<file path="src/dtc_pkg.sv">
package dtc_pkg;

   // field widths
   localparam int SAMPLE_W   = 10;
   localparam int SETPOINT_W = 10;
   localparam int CODE_W     = 8;
   localparam int CTRL_W     = 32;
   localparam int ERR_W      = 17;
   localparam int ERRSUM_W   = 40;   // |errsum| < 2^38
   localparam int FRAC_BITS  = 16;

   localparam int DTC_OUTPUT_WIDTH = 32;

   localparam int SETPOINT_RESET  = 60;
   localparam int SETPOINT_OFFSET = 20;

   // Q16 coefficients
   localparam int C_E0 = 1456210;
   localparam int C_E1 = 1805713;
   localparam int C_E2 = 459801;
   localparam int C_U1 = 21103;
   localparam int C_U2 = 44433;

   // drive byte: round(u/48) clamped to 0..255
   localparam int CODE_MAX       = 255;
   localparam int DIV_STEP       = 48;
   localparam int DIV_BIAS       = DIV_STEP / 2;
   localparam int CODE_SAT_LIMIT = (CODE_MAX + 1) * DIV_STEP - DIV_BIAS;
   localparam int RECIP_3        = 683;   // floor(x/3) = (x*683)>>11 for x < 2048
   localparam int RECIP_SHIFT    = 11;

   typedef logic        [SAMPLE_W-1:0]   sample_type;
   typedef logic        [SETPOINT_W-1:0] setpoint_type;
   typedef logic        [CODE_W-1:0]     code_type;
   typedef logic signed [CTRL_W-1:0]     ctrl_type;
   typedef logic signed [ERR_W-1:0]      err_type;
   typedef logic signed [ERRSUM_W-1:0]   errsum_type;

endpackage

</file>
<file path="src/dtc_req_if.sv">
interface dtc_req_if;
   import dtc_pkg::*;

   logic       valid;
   logic       ready;
   sample_type adc_sample;

   modport source (output valid, output adc_sample, input ready);
   modport sink   (input valid, input adc_sample, output ready);
endinterface

</file>
<file path="src/dtc_rsp_if.sv">
interface dtc_rsp_if;
   import dtc_pkg::*;

   logic     valid;
   logic     ready;
   code_type dac_code;
   ctrl_type control_value;

   modport source (output valid, output dac_code, output control_value, input ready);
   modport sink   (input valid, input dac_code, input control_value, output ready);
endinterface

</file>
<file path="src/dtc_csr_if.sv">
interface dtc_csr_if;
   import dtc_pkg::*;

   logic         valid;
   logic         ready;
   setpoint_type setpoint_temp;

   modport source (output valid, output setpoint_temp, input ready);
   modport sink   (input valid, input setpoint_temp, output ready);
endinterface

</file>
<file path="src/dtc_err_stage.sv">
module dtc_err_stage (
   input  logic                  clock,
   input  logic                  reset,
   input  dtc_pkg::setpoint_type setpoint,
   input  logic                  in_valid,
   input  dtc_pkg::sample_type   adc_sample,
   output logic                  in_ready,
   output logic                  out_valid,
   input  logic                  out_ready,
   output dtc_pkg::errsum_type   errsum
);
   import dtc_pkg::*;

   localparam errsum_type C_E0_S = ERRSUM_W'(C_E0);
   localparam errsum_type C_E1_S = ERRSUM_W'(C_E1);
   localparam errsum_type C_E2_S = ERRSUM_W'(C_E2);
   localparam logic signed [ERR_W:0] OFFSET_S = (ERR_W + 1)'(SETPOINT_OFFSET * 64);

   logic               valid_ff, valid_in;
   logic               load;
   err_type            e1_ff, e2_ff, e1_in, e2_in;
   errsum_type         errsum_ff, errsum_in;
   logic [12:0]        sample_x5;
   logic signed [ERR_W:0] e_wide;
   err_type            e_cur;

   always_comb begin
      in_ready  = !valid_ff || out_ready;
      load      = in_valid && in_ready;
      valid_in  = load || (valid_ff && !out_ready);

      // error in volts*1024: (sp - 20)*64 - sample*5
      sample_x5 = {1'b0, adc_sample, 2'b00} + {3'b000, adc_sample};
      e_wide    = $signed({2'b00, setpoint, 6'b000000}) - OFFSET_S
                - $signed({5'b00000, sample_x5});
      e_cur     = e_wide[ERR_W-1:0];

      errsum_in = errsum_ff;
      e1_in     = e1_ff;
      e2_in     = e2_ff;
      if (load) begin
         errsum_in = ERRSUM_W'(e_cur) * C_E0_S - ERRSUM_W'(e1_ff) * C_E1_S
                   + ERRSUM_W'(e2_ff) * C_E2_S;
         e1_in     = e_cur;
         e2_in     = e1_ff;
      end
   end

   always_ff @(posedge clock) begin
      if (reset) begin
         valid_ff <= 1'b0;
         e1_ff    <= '0;
         e2_ff    <= '0;
      end else begin
         valid_ff <= valid_in;
         e1_ff    <= e1_in;
         e2_ff    <= e2_in;
      end
      errsum_ff <= errsum_in;
   end

   assign out_valid = valid_ff;
   assign errsum    = errsum_ff;

endmodule

</file>
<file path="src/dtc_out_stage.sv">
module dtc_out_stage #(
   parameter int OUTPUT_WIDTH = dtc_pkg::DTC_OUTPUT_WIDTH
) (
   input  logic                           clock,
   input  logic                           reset,
   input  logic                           in_valid,
   input  dtc_pkg::errsum_type            errsum,
   output logic                           in_ready,
   output logic                           out_valid,
   input  logic                           out_ready,
   output logic signed [OUTPUT_WIDTH-1:0] u_value
);
   import dtc_pkg::*;

   localparam int SUM_W = OUTPUT_WIDTH + FRAC_BITS + 2;
   localparam int Q_W   = SUM_W - FRAC_BITS;

   localparam logic signed [SUM_W-1:0] C_U1_S  = SUM_W'(C_U1);
   localparam logic signed [SUM_W-1:0] C_U2_S  = SUM_W'(C_U2);
   localparam logic signed [SUM_W-1:0] ROUND_S = SUM_W'(1 << (FRAC_BITS - 1));

   logic                           valid_ff, valid_in;
   logic                           load;
   logic signed [OUTPUT_WIDTH-1:0] u1_ff, u2_ff, u1_in, u2_in;
   logic signed [OUTPUT_WIDTH-1:0] u_ff, u_in, u_sat;
   logic signed [SUM_W-1:0]        sum;
   logic signed [Q_W-1:0]          q;
   logic [Q_W-OUTPUT_WIDTH:0]      q_top;

   always_comb begin
      in_ready = !valid_ff || out_ready;
      load     = in_valid && in_ready;
      valid_in = load || (valid_ff && !out_ready);

      // exact Q16 sum, rounded half up
      sum   = SUM_W'(errsum) + SUM_W'(u1_ff) * C_U1_S + SUM_W'(u2_ff) * C_U2_S + ROUND_S;
      q     = sum[SUM_W-1:FRAC_BITS];
      q_top = q[Q_W-1:OUTPUT_WIDTH-1];

      priority if ((&q_top) || !(|q_top)) begin
         u_sat = q[OUTPUT_WIDTH-1:0];
      end else if (q[Q_W-1]) begin
         u_sat = {1'b1, {(OUTPUT_WIDTH-1){1'b0}}};
      end else begin
         u_sat = {1'b0, {(OUTPUT_WIDTH-1){1'b1}}};
      end

      u_in  = u_ff;
      u1_in = u1_ff;
      u2_in = u2_ff;
      if (load) begin
         u_in  = u_sat;
         u1_in = u_sat;
         u2_in = u1_ff;
      end
   end

   always_ff @(posedge clock) begin
      if (reset) begin
         valid_ff <= 1'b0;
         u1_ff    <= '0;
         u2_ff    <= '0;
      end else begin
         valid_ff <= valid_in;
         u1_ff    <= u1_in;
         u2_ff    <= u2_in;
      end
      u_ff <= u_in;
   end

   assign out_valid = valid_ff;
   assign u_value   = u_ff;

endmodule

</file>
<file path="src/dtc_code_stage.sv">
module dtc_code_stage #(
   parameter int OUTPUT_WIDTH = dtc_pkg::DTC_OUTPUT_WIDTH
) (
   input  logic                           clock,
   input  logic                           reset,
   input  logic                           in_valid,
   input  logic signed [OUTPUT_WIDTH-1:0] u_value,
   output logic                           in_ready,
   output logic                           out_valid,
   input  logic                           out_ready,
   output dtc_pkg::code_type              dac_code,
   output dtc_pkg::ctrl_type              control_value
);
   import dtc_pkg::*;

   localparam logic signed [OUTPUT_WIDTH-1:0] SAT_S = OUTPUT_WIDTH'(CODE_SAT_LIMIT);

   logic        valid_ff, valid_in;
   logic        load;
   code_type    code_ff, code_in, code_next;
   ctrl_type    ctrl_ff, ctrl_in;
   logic [13:0] biased;
   logic [9:0]  by16;
   logic [19:0] prod;

   always_comb begin
      in_ready = !valid_ff || out_ready;
      load     = in_valid && in_ready;
      valid_in = load || (valid_ff && !out_ready);

      // (u + 24) / 48 as ((u + 24) >> 4) / 3, only used for 0 < u < limit
      biased = u_value[13:0] + 14'(DIV_BIAS);
      by16   = biased[13:4];
      prod   = 20'(by16) * 20'(RECIP_3);

      priority if (u_value[OUTPUT_WIDTH-1] || !(|u_value)) begin
         code_next = '0;
      end else if (u_value >= SAT_S) begin
         code_next = CODE_W'(CODE_MAX);
      end else begin
         code_next = prod[RECIP_SHIFT+CODE_W-1:RECIP_SHIFT];
      end

      code_in = code_ff;
      ctrl_in = ctrl_ff;
      if (load) begin
         code_in = code_next;
         ctrl_in = CTRL_W'(u_value);
      end
   end

   always_ff @(posedge clock) begin
      if (reset) begin
         valid_ff <= 1'b0;
      end else begin
         valid_ff <= valid_in;
      end
      code_ff <= code_in;
      ctrl_ff <= ctrl_in;
   end

   assign out_valid     = valid_ff;
   assign dac_code      = code_ff;
   assign control_value = ctrl_ff;

endmodule

</file>
<file path="src/deadbeat_temperature_controller.sv">
// Deadbeat temperature controller.
// req_bus carries one 10-bit converter sample per transfer; rsp_bus returns one
// result per sample: the drive byte round(u/48) clamped to 0..255, and the
// saturated controller output u in volts*1024. csr_bus writes the setpoint
// (degrees); it is always ready, and the user must see that it is written only while
// the pipeline is empty; the block itself does not enforce this. Each sample is
// registered in turn by the error stage, output recurrence stage and drive byte stage.
// Throughput: one sample per cycle while rsp_bus accepts results. The output
// recurrence stage closes its loop through the two stored outputs; this sets the rate.
// Reset clears the pipeline, zeroes the stored errors and outputs, and loads the
// setpoint with 60.
// When the receiver stalls, each stage holds its item; req_bus.ready falls once
// all three stages are occupied and rises again as soon as rsp_bus moves.
module deadbeat_temperature_controller #(
   parameter int OUTPUT_WIDTH = dtc_pkg::DTC_OUTPUT_WIDTH
) (
   input  logic  clock,
   input  logic  reset,
   dtc_req_if.sink   req_bus,
   dtc_rsp_if.source rsp_bus,
   dtc_csr_if.sink   csr_bus
);
   import dtc_pkg::*;

   setpoint_type                   setpoint_ff, setpoint_in;
   logic                           err_valid, err_ready;
   errsum_type                     errsum;
   logic                           u_valid, u_ready;
   logic signed [OUTPUT_WIDTH-1:0] u_value;

   assign csr_bus.ready = 1'b1;

   always_comb begin
      setpoint_in = setpoint_ff;
      if (csr_bus.valid) begin
         setpoint_in = csr_bus.setpoint_temp;
      end
   end

   always_ff @(posedge clock) begin
      if (reset) begin
         setpoint_ff <= SETPOINT_W'(SETPOINT_RESET);
      end else begin
         setpoint_ff <= setpoint_in;
      end
   end

   dtc_err_stage u_err (
      .clock      (clock),
      .reset      (reset),
      .setpoint   (setpoint_ff),
      .in_valid   (req_bus.valid),
      .adc_sample (req_bus.adc_sample),
      .in_ready   (req_bus.ready),
      .out_valid  (err_valid),
      .out_ready  (err_ready),
      .errsum     (errsum)
   );

   dtc_out_stage #(
      .OUTPUT_WIDTH (OUTPUT_WIDTH)
   ) u_out (
      .clock     (clock),
      .reset     (reset),
      .in_valid  (err_valid),
      .errsum    (errsum),
      .in_ready  (err_ready),
      .out_valid (u_valid),
      .out_ready (u_ready),
      .u_value   (u_value)
   );

   dtc_code_stage #(
      .OUTPUT_WIDTH (OUTPUT_WIDTH)
   ) u_code (
      .clock         (clock),
      .reset         (reset),
      .in_valid      (u_valid),
      .u_value       (u_value),
      .in_ready      (u_ready),
      .out_valid     (rsp_bus.valid),
      .out_ready     (rsp_bus.ready),
      .dac_code      (rsp_bus.dac_code),
      .control_value (rsp_bus.control_value)
   );

endmodule
</file>
<file path="src/flat_wrapper.sv">
// flat-port wrapper written by rule: the top's interface ports become plain ports
module deadbeat_temperature_controller_flat import dtc_pkg::*;
#(
   parameter int OUTPUT_WIDTH = dtc_pkg::DTC_OUTPUT_WIDTH
)
  (clock, reset, req_bus_valid, req_bus_adc_sample, req_bus_ready, rsp_bus_valid, rsp_bus_dac_code, rsp_bus_control_value, rsp_bus_ready, csr_bus_valid, csr_bus_setpoint_temp, csr_bus_ready);
  dtc_req_if req_bus_i ();
  dtc_rsp_if rsp_bus_i ();
  dtc_csr_if csr_bus_i ();
  input  logic clock;
  input  logic reset;
  input wire logic [$bits(req_bus_i.valid)-1:0] req_bus_valid;
  input wire logic [$bits(req_bus_i.adc_sample)-1:0] req_bus_adc_sample;
  output wire logic [$bits(req_bus_i.ready)-1:0] req_bus_ready;
  output wire logic [$bits(rsp_bus_i.valid)-1:0] rsp_bus_valid;
  output wire logic [$bits(rsp_bus_i.dac_code)-1:0] rsp_bus_dac_code;
  output wire logic [$bits(rsp_bus_i.control_value)-1:0] rsp_bus_control_value;
  input wire logic [$bits(rsp_bus_i.ready)-1:0] rsp_bus_ready;
  input wire logic [$bits(csr_bus_i.valid)-1:0] csr_bus_valid;
  input wire logic [$bits(csr_bus_i.setpoint_temp)-1:0] csr_bus_setpoint_temp;
  output wire logic [$bits(csr_bus_i.ready)-1:0] csr_bus_ready;
  assign req_bus_i.valid = req_bus_valid;
  assign req_bus_i.adc_sample = req_bus_adc_sample;
  assign req_bus_ready = req_bus_i.ready;
  assign rsp_bus_valid = rsp_bus_i.valid;
  assign rsp_bus_dac_code = rsp_bus_i.dac_code;
  assign rsp_bus_control_value = rsp_bus_i.control_value;
  assign rsp_bus_i.ready = rsp_bus_ready;
  assign csr_bus_i.valid = csr_bus_valid;
  assign csr_bus_i.setpoint_temp = csr_bus_setpoint_temp;
  assign csr_bus_ready = csr_bus_i.ready;
  deadbeat_temperature_controller #(.OUTPUT_WIDTH(OUTPUT_WIDTH)) u_core (.clock(clock), .reset(reset), .req_bus(req_bus_i), .rsp_bus(rsp_bus_i), .csr_bus(csr_bus_i));
endmodule
</file>
<file path="config.mk">
export PLATFORM = sky130hd
export DESIGN_NAME = deadbeat_temperature_controller_flat
export DESIGN_NICKNAME = d
export VERILOG_FILES = /design/src/dtc_pkg.sv /design/src/dtc_req_if.sv /design/src/dtc_rsp_if.sv /design/src/dtc_csr_if.sv /design/src/dtc_err_stage.sv /design/src/dtc_out_stage.sv /design/src/dtc_code_stage.sv /design/src/deadbeat_temperature_controller.sv /design/src/flat_wrapper.sv
export SDC_FILE = /design/constraint.sdc
export NUM_CORES = 2
export LEC_CHECK = 0
export ABC_CLOCK_PERIOD_IN_PS = 14900
export BUFFER_PORTS_ARGS = -buffer_cell sky130_fd_sc_hd__buf_2
export CORE_ASPECT_RATIO = 0.75
export CORE_MARGIN = 2
export CORE_UTILIZATION = 60
export DETAILED_ROUTE_END_ITERATION = 7
export HOLD_SLACK_MARGIN = 0.02
export MAX_ROUTING_LAYER = met4
export PLACE_DENSITY = 0.79
export SYNTH_ARGS = -nofsm -noshare
export SYNTH_HDL_FRONTEND = slang
export SYNTH_SLANG_ARGS = --single-unit
</file>
<file path="constraint.sdc">
create_clock -name clock -period 14.9 [get_ports clock]
set_clock_uncertainty 0.2 [all_clocks]
set_input_delay 1.49 -clock clock [delete_from_list [all_inputs] [get_ports clock]]
set_output_delay 1.49 -clock clock [all_outputs]
set_load 0.05 [all_outputs]
</file>
==> impl_results.md <==
* Most frequent cells in the layout: 1378 x inv_1, 942 x fa_1, 940 x ha_1, 243 x nand2_1, 204 x a21oi_1
* RR Startpoint: u_core.setpoint_ff[1]$_SDFFE_PP0P_
* Final HPWL DP at between 100000 and 150000 µm
* Port Buffers at 66
* DR WL/cell at 20.6 µm
* First-pass GRT wire length at ~200000 µm
* Finished Cell Area at 0.0522 mm²
* Critical path destination: u_core.u_err.errsum[33]$_DFFE_PP_
* WS Path Type: in -> reg
* H-tree depth at 1
* Ys Warns at 0
* Mean post-synth cell area at 10.2 µm²
* Worst EP required at approximately 15 ns
* Dominant synthesized flop cell: edfxtp_1
* Final worst path period share at between 90 and 100%
* Rows at 91
* Delay of the slowest critical-path stage at around 0.54 ns
* DRC viols at 0
* Die X at 335 µm
* Initial Util at approximately 60%
* Status: complete, no violations
* Final min period at 14.23 ns
* Commonest non-fill, non-tap cell in the layout: inv_1
* Clk Tree Root Cell: clkbuf_16
* Reg2reg end: u_core.u_err.errsum[33]$_DFFE_PP_
* Share of layout cells above drive strength 1 at around 4.4%
* Synth Register Bits at approximately 220
* Slew @ Worst Pin at 1.13 ns
* Slowest-stage cell, CP: fa_1
* Ys async rst share at 0%
* Max Clk Rate at approximately 70 MHz
* Global placement routability congestion at between 1 and 1.5
* Syn Nets at 6735
* Gr ovfl total at 0
* R2r worst-path depth at between 40 and 50
* Longest Clk Path Bufs at 3
* Area growth syn-to-layout at 5.61%
* Via density at roughly 5.6
* Core ar. at 0.0819 mm²
* Netlist cell types at 86
* GRT Total Usage at 31.8%
* Hold WS at about 0.24 ns
* Die H at between 200 and 300 µm
* Type of origin of the critical path: primary input
* Hold_buf cts at 0
* Worst skew pair latency at around 0.62 ns
* WL final at about 120000 µm
* Largest net degree at the start of global routing at 81
* R2R Setup Slk at 2.62 ns
* Max-slew violation count at 0
* Seq/Total Area, Yosys at a little under an eighth
* Final net count at a little under 7000
* CTS tree: done
* Cts bufs inserted at 27
* Number of synthesized flops with an enable pin at roughly 110
* Clock Sinks at approximately 220
* Final cell count without fillers at ~6000
* DRT iter0 DRCs at about 2900
* Worst-path maximum fanout at 6
* Final setup fails at 0
* Hold WC Path Type: reg -> reg
* Post-DP Area at 0.0512 mm²
* Hold Fails Final Rpt at 0
* Worst EP arrival at 14.38 ns
* Post-route ant nets at 0
* Die area at ~0.085 mm²
* Detailed Routing Iterations Pass 1 at 6
* I/O pin count at 68
* Cell Area, Synth at 0.0494 mm²
* Placed Cells at around 6000
* Clock-pin transition on the worst setup and hold timing paths at around 0.060 ns
* Initial antenna violation count at 2
* TNS Setup at 0 ns
* Crit path from: req_bus_adc_sample[1]
* CP Capture Type: flop
* Relative slew margins at about a quarter
* Max Cap Viol at 0
* Via Count at approximately 33000
* Synth Instances at between 4000 and 5000
* Vias in the first global route at roughly 36000
sequential cells by signal, indices dropped and copies added (netlist names):
signal,flops
u_core.u_err.errsum,40
u_core.u_code.control_value,32
u_core.u_out.u1_ff,32
u_core.u_out.u2_ff,32
u_core.u_out.u_value,32
u_core.u_err.e1_ff,17
u_core.u_err.e2_ff,17
u_core.setpoint_ff,10
u_core.u_code.dac_code,8
u_core.u_code.out_valid,1
u_core.u_err.out_valid,1
u_core.u_out.out_valid,1
layout make-up:
cell class	instances	area, µm²
tap	1069	1340
clock buffer	39	751
fill	6427	29700
timing repair buffer	120	751
multi-input combinational	3166	38500
clock inverter	11	85.1
inverter	1381	5180
antenna	1	2.50
sequential	223	5590
metal layers:
layer / part of all wire [%] / vias to the layer above / global-route usage (%)
met4: 2.1 / 0 / 6.06
met1: 45 / 16796 / 45.3
li1: - / 15213 / -
met2: 42 / 1235 / 45.8
met3: 11 / 162 / 8.92
met5: 0 / - / -
worst max-delay path: cells and delay by family:
kind	cells	cell delay, ns
adder cells (fa/ha/maj)	18	7.21
AO/OA/AOI/OAI	17	2.96
buffers and inverters	11	0.96
AND/OR/NAND/NOR	6	0.95
XOR/XNOR	5	0.78
cells in the mapped netlist, drive strengths merged (5+ instances only):
master / instances / area share [%]
a211oi: 20 / 0.34
a21boi: 6 / 0.11
a21o: 46 / 0.71
a21oi: 214 / 2.2
a31o: 5 / 0.089
a31oi: 26 / 0.33
and2: 9 / 0.12
and3: 15 / 0.19
and4: 6 / 0.11
buf: 17 / 0.19
clkbuf: 39 / 0.30
dfxtp: 111 / 4.5
edfxtp: 112 / 6.8
fa: 942 / 38
ha: 942 / 24
inv: 1379 / 10
mux2i: 15 / 0.30
nand2: 244 / 1.9
nand2b: 27 / 0.34
nand3: 42 / 0.43
nand3b: 5 / 0.076
nand4: 13 / 0.16
nor2: 105 / 0.80
nor2b: 17 / 0.22
nor3: 30 / 0.30
nor4: 9 / 0.11
o211ai: 10 / 0.15
o21a: 26 / 0.39
o21ai: 104 / 1.1
o21bai: 18 / 0.27
o311ai: 6 / 0.12
o31ai: 6 / 0.091
xnor2: 138 / 2.5
xor2: 54 / 0.99
logic make-up after synthesis:
logic type,Yosys count,share of synthesized area [%]
AOI/OAI and AO/OA,533,6.91
xor gates and xnor gates,192,3.49
adders and majority gates,1884,62.0
buffers and inverters,1437,11.0
DFF,223,11.3
muxes,16,0.327
other,1,0.00759
and+or+nand+nor,540,4.98
through the flow:
step / setup WS, ns / util, %
floorplan: 0.707 / -
finish: 0.674 / 63.8
detailed placement: -0.390 / 62.6
global route: -0.106 / 63.8
global placement: -0.0824 / 62.6
CTS: 0.166 / 63.6
worst min path at each step:
stage / startpoint / endpoint / slack (ns) / cells past startpoint
final: u_core.u_out.u_value[23]$_DFFE_PP_ / u_core.u_code.control_value[23]$_DFFE_PP_ / 0.24 / 0
after global routing: u_core.u_out.u_value[22]$_DFFE_PP_ / u_core.u_code.control_value[22]$_DFFE_PP_ / 0.26 / 0
after detailed placement: u_core.u_out.u_value[23]$_DFFE_PP_ / u_core.u_code.control_value[23]$_DFFE_PP_ / 0.23 / 0
after global placement: u_core.u_out.u_value[23]$_DFFE_PP_ / u_core.u_code.control_value[23]$_DFFE_PP_ / 0.22 / 0
after CTS: u_core.u_out.u_value[23]$_DFFE_PP_ / u_core.u_code.control_value[23]$_DFFE_PP_ / 0.25 / 0
after floorplan: u_core.u_out.u_value[23]$_DFFE_PP_ / u_core.u_code.control_value[23]$_DFFE_PP_ / 0.22 / 0
repair_timing:
action,in CTS,in global routing
resized for setup,0,20
setup endpoints to repair,0,16
setup buffers,0,7
Power is left out: the tool's default activity adds up to more than one toggle a clock period on the data nets, which glitch-free logic cannot reach.
